--- src/hdl/pbi_pkg.sv ---
// ----------------------------------------------------------------------------
// pbi_pkg
// Shared widths, reset values and the token that walks the palette cell chain.
// ----------------------------------------------------------------------------
package pbi_pkg;

  localparam int MAX_ENTRIES_DEF = 256;
  localparam int COLOR_W         = 32;
  localparam int IDX_W           = 8;
  localparam int CNT_W           = 9;
  localparam int CFG_W           = 4;

  localparam logic [CFG_W-1:0] IDX_BITS_RESET = 4'd8;
  localparam logic [CFG_W-1:0] IDX_BITS_MIN   = 4'd1;
  localparam logic [CFG_W-1:0] IDX_BITS_MAX   = 4'd8;

  // one pixel in flight, plus what the cells it passed have found out
  typedef struct packed {
    logic               valid;
    logic [COLOR_W-1:0] color;
    logic               first;
    logic               found;   // matched or appended somewhere upstream
    logic               is_new;
    logic [IDX_W-1:0]   idx;
    logic [CNT_W-1:0]   count;   // entries held in cells passed so far
  } token_t;

endpackage

--- src/hdl/pbi_cell.sv ---
// ----------------------------------------------------------------------------
// pbi_cell
// One palette slot: holds a color, compares the passing pixel, claims it when
// empty, and hands the updated token to the next slot.
// ----------------------------------------------------------------------------
module pbi_cell #(
  parameter int CELL_IDX = 0
) (
  input  logic                     clk,
  input  logic                     rst,
  input  logic                     adv,
  input  logic [pbi_pkg::CNT_W-1:0] cap,
  input  pbi_pkg::token_t          tok_in,
  output pbi_pkg::token_t          tok_out
);

  localparam logic [pbi_pkg::IDX_W-1:0] MY_IDX  = pbi_pkg::IDX_W'(CELL_IDX);
  localparam logic [pbi_pkg::CNT_W-1:0] MY_POS  = pbi_pkg::CNT_W'(CELL_IDX);
  localparam logic [pbi_pkg::CNT_W-1:0] MY_CNT  = pbi_pkg::CNT_W'(CELL_IDX + 1);

  logic                          entry_valid;
  logic [pbi_pkg::COLOR_W-1:0]   entry_color;
  pbi_pkg::token_t               tok;
  pbi_pkg::token_t               tok_next;
  logic                          held;
  logic                          hit;
  logic                          take;

  // a new image empties the slot before the compare
  assign held = entry_valid & ~tok_in.first;
  assign hit  = tok_in.valid & held & ~tok_in.found & (tok_in.color == entry_color);
  assign take = tok_in.valid & ~held & ~tok_in.found & (MY_POS < cap);

  always_comb begin
    tok_next        = tok_in;
    tok_next.found  = tok_in.found | hit | take;
    tok_next.is_new = tok_in.is_new | take;
    if (hit || take) begin
      tok_next.idx = MY_IDX;
    end
    if (held || take) begin
      tok_next.count = MY_CNT;
    end
  end

  always_ff @(posedge clk) begin
    if (rst) begin
      entry_valid <= 1'b0;
      tok         <= '0;
    end else if (adv) begin
      tok <= tok_next;
      if (tok_in.valid) begin
        entry_valid <= held | take;
      end
    end
  end

  always_ff @(posedge clk) begin
    if (adv && take) begin
      entry_color <= tok_in.color;
    end
  end

  assign tok_out = tok;

endmodule

--- config.mk ---
export PLATFORM = sky130hd
export DESIGN_NAME = pbi_cell
export DESIGN_NICKNAME = d
export VERILOG_FILES = /design/src/hdl/pbi_pkg.sv /design/src/hdl/pbi_cell.sv
export SDC_FILE = /design/constraint.sdc
export NUM_CORES = 1
export LEC_CHECK = 0
export BUFFER_PORTS_ARGS = -buffer_cell sky130_fd_sc_hd__buf_2
export CAP_MARGIN = 10
export CELL_PAD_IN_SITES_DETAIL_PLACEMENT = 0
export CELL_PAD_IN_SITES_GLOBAL_PLACEMENT = 2
export CORE_ASPECT_RATIO = 0.5
export CORE_MARGIN = 2
export CORE_UTILIZATION = 33
export DETAILED_ROUTE_END_ITERATION = 16
export PLACE_DENSITY = 0.92
export SLEW_MARGIN = 20
export SYNTH_ARGS = -nofsm -noshare
export SYNTH_HDL_FRONTEND = slang
export SYNTH_SLANG_ARGS = --single-unit
--- constraint.sdc ---
create_clock -name clk -period 5.35 [get_ports clk]
set_input_delay 1.605 -clock clk [delete_from_list [all_inputs] [get_ports clk]]
set_output_delay 1.605 -clock clk [all_outputs]
set_load 0.02 [all_outputs]
==> results.py <==
metrics = {
    "clock_network": {
        "numCtsBuffers": 9,
        "clock_sinks": 86,
        "cts_root_buf": "clkbuf_16",
        "cts_buffer_depth": 2,
        "cts_resized": 0,
        "cts_tree": "yes",
        "worstSkewPairLatency_ns": 0.33,
        "cts-htree-levels": 3,
        "clkTransAtPathRegs_ns": 0.06,
        "postCtsSetupBuffers": 0,
        "postCtsHoldBufs": 0,
    },
    "worst_setup_path": {
        "arrival_ns": 3.32,
        "start_kind": "primary input",
        "cp_max_fo": 36,
        "crit_type": "primary input to flop",
        "crit_required_ns": 5.63,
        "end_kind": "flop",
    },
    "grt": {
        "antenna_found_initial": 0,
        "grt_pass1_vias": 2138,
        "grt_pass1_wl_um": 11200,
        "grt_usage_pct": 13.5,
        "grt.overflow.total": 0,
        "grt_max_degree": 49,
    },
    "place": {
        "preCtsSetupSlack_ns": 1.96,
        "hpwl_um": 5150,
        "port_buffers": 117,
        "placedCellCount": 514,
        "finalWeightedCongestion": 0.675,
    },
    "timing": {
        "worst_pin_slew_ns": 0.946,
        "fin_worst_skew_ns": 0.00532,
        "setup_viol": 0,
        "setup_tns_ns": 0,
        "rsz0062_at_grt": "no",
        "hold_ws_ns": 0.473,
        "fin_crit_ns": 3.05,
        "finalHoldViolations": 0,
        "max_clock_freq_ghz": 0.328,
        "slew-limit-headroom_pct": 36.9,
        "finalMaxSlewViolations": 0,
        "min_period_over_period_pct": 56.9,
        "postLayoutSetupSlackWorst_ns": 2.30,
    },
    "logic_synthesis": {
        "synthesis.area_um2": 3320,
        "synth_cells": 273,
        "synth-seq-area-share_pct": 61.6,
        "syn_avg_cell_area_um2": 12.1,
        "yosysUniqueCellTypes": 27,
        "yosysWarnings": 0,
        "ys_seq_elements": 86,
        "syn_nets": 338,
    },
    "floorplan": {
        "coreArea_um2": 9600,
        "start_util_pct": 34.5,
        "fp.dieW_um": 146,
        "die_y_um": 74.9,
        "num_io_pins": 118,
        "rows": 25,
        "dieArea_um2": 10900,
    },
    "drt": {
        "wl_met1_um": 3430,
        "wl_met2_um": 3430,
        "dr_total_vias": 2323,
        "drtIter0Drc": 132,
        "drt-wirelength-per-cell_um": 13.7,
        "top_layer": "met4",
        "post-route-drc-count": 0,
        "dr_wl_met3_um": 329,
        "drt-total-wl_um": 7260,
        "postRouteAntennaNets": 0,
        "drtPass1Iterations": 4,
        "drt-vias-per-instance": 4.38,
    },
    "layout": {
        "drive_gt1_share_pct": 35.2,
        "instances_no_fill": 530,
        "area_growth_pct": 30.7,
        "final_nets": 455,
        "diodes": 0,
    },
    "min_path": {
        "hold_class": "flop to flop",
    },
    "status": {
        "status": "finished, final reports clean",
    },
    "flow_run": {
        "max_cap_violations": 0,
    },
    "pwr": {
        "peakVddDrop_mv": 0.163,
        "leakage_nw": 1.89,
        "p_per_area_nw_per_um2": 349,
    },
}
cell usage after synthesis:
cell type   n  area (um2)
nand4_1     7        43.8
a21oi_1    12        60.1
dfxtp_1    54        1080
a22o_1      8        70.1
a311o_2     1        11.3
a211oi_1    1        7.51
a31oi_4     1        21.3
mux2i_1    33         330
nor4_4      1        21.3
o21bai_1    1        7.51
o21ai_0     1        5.00
a211oi_2    1        12.5
buf_2       5        25.0
clkbuf_1    6        22.5
nor4_2      1        12.5
buf_4       1        7.51
o21ai_2     1        8.76
xnor2_1    32         280
nand2_1     2        7.51
nand2b_1    3        18.8
nor3_1      2        10.0
nor2b_1    13        81.3
nand3_1     4        20.0
a31oi_1     1        6.26
edfxtp_1   32         961
nor2_1     47         176
inv_1       2        7.51
metrics by stage:
stage / power [mW] / utilization (%) / area [um2]
3_3_place_gp: 0.906 / 42.0 / 4030
5_1_grt: 1.58 / 45.1 / 4330
4_1_cts: 1.54 / 45.1 / 4330
3_5_place_dp: 0.909 / 42.0 / 4030
6_report: 1.51 / 45.1 / 4330
2_1_floorplan: 0.837 / - / 3320
cells in the final DEF, fill, tap and decap left out, types with 3 or more instances in the layout:
cell	netlist	layout
clkbuf_16	0	9
a21oi_1	12	12
nand3_1	4	4
nand4_1	7	7
a22o_1	8	8
mux2i_1	33	33
dfxtp_1	54	54
buf_2	5	117
xnor2_1	32	32
nor2b_1	13	13
nor2_1	47	46
nand2b_1	3	3
edfxtp_1	32	32
registers in the layout, summed over array words and instances (netlist names):
| register | flops |
|---|---|
| tok_out | 53 |
| entry_color | 32 |
| entry_valid | 1 |
worst max-delay path, stage by stage:
cell	delay, ns
buf_2	0.39
buf_4	0.53
nor2b_1	0.22
o21ai_2	0.09
a31oi_4	0.27
a22o_1	0.18
cells by family after synthesis:
family                 count (synthesis)  share of synthesized area, %
flip-flops                            86                          61.6
multiplexers                          33                          9.96
AO/OA/AOI/OAI                         28                          6.34
buffers and inverters                 14                          1.89
XOR/XNOR                              32                          8.45
AND/OR/NAND/NOR                       80                          11.8
routing by layer:
layer  up-vias  global-route usage, %
li1       1184                      -
met1      1085                   17.8
met2        47                   20.8
met3         7                   4.97
met4         0                   4.58
met5         -                      0
cell type report:
cell class | instances | area [um2]
sequential | 86 | 2040
inverter | 2 | 7.51
timing repair buffer | 118 | 593
fill | 942 | 5270
tap | 135 | 169
multi-input combinational | 173 | 1220
clock inverter | 4 | 46.3
clock buffer | 12 | 256
where the power goes:
group          switching (mW)  internal (mW)  total, mW  leakage [nW]
clock network           0.237          0.385      0.622         0.146
registers              0.0134          0.711      0.724         0.739
logic                  0.0984         0.0699      0.168          1.00
total                   0.349           1.17       1.51          1.89
worst paths after layout:
check | from | endpoint | slack, ns | cells past startpoint
min reg2reg | tok_out[52] | tok_out[52] | 0.47 | 2
max | adv | tok_out[12] | 2.30 | 6
min | tok_out[52] | tok_out[52] | 0.47 | 2
max reg2reg | entry_color[26] | tok_out[12] | 3.56 | 5
(Power assumes the default switching activity.)
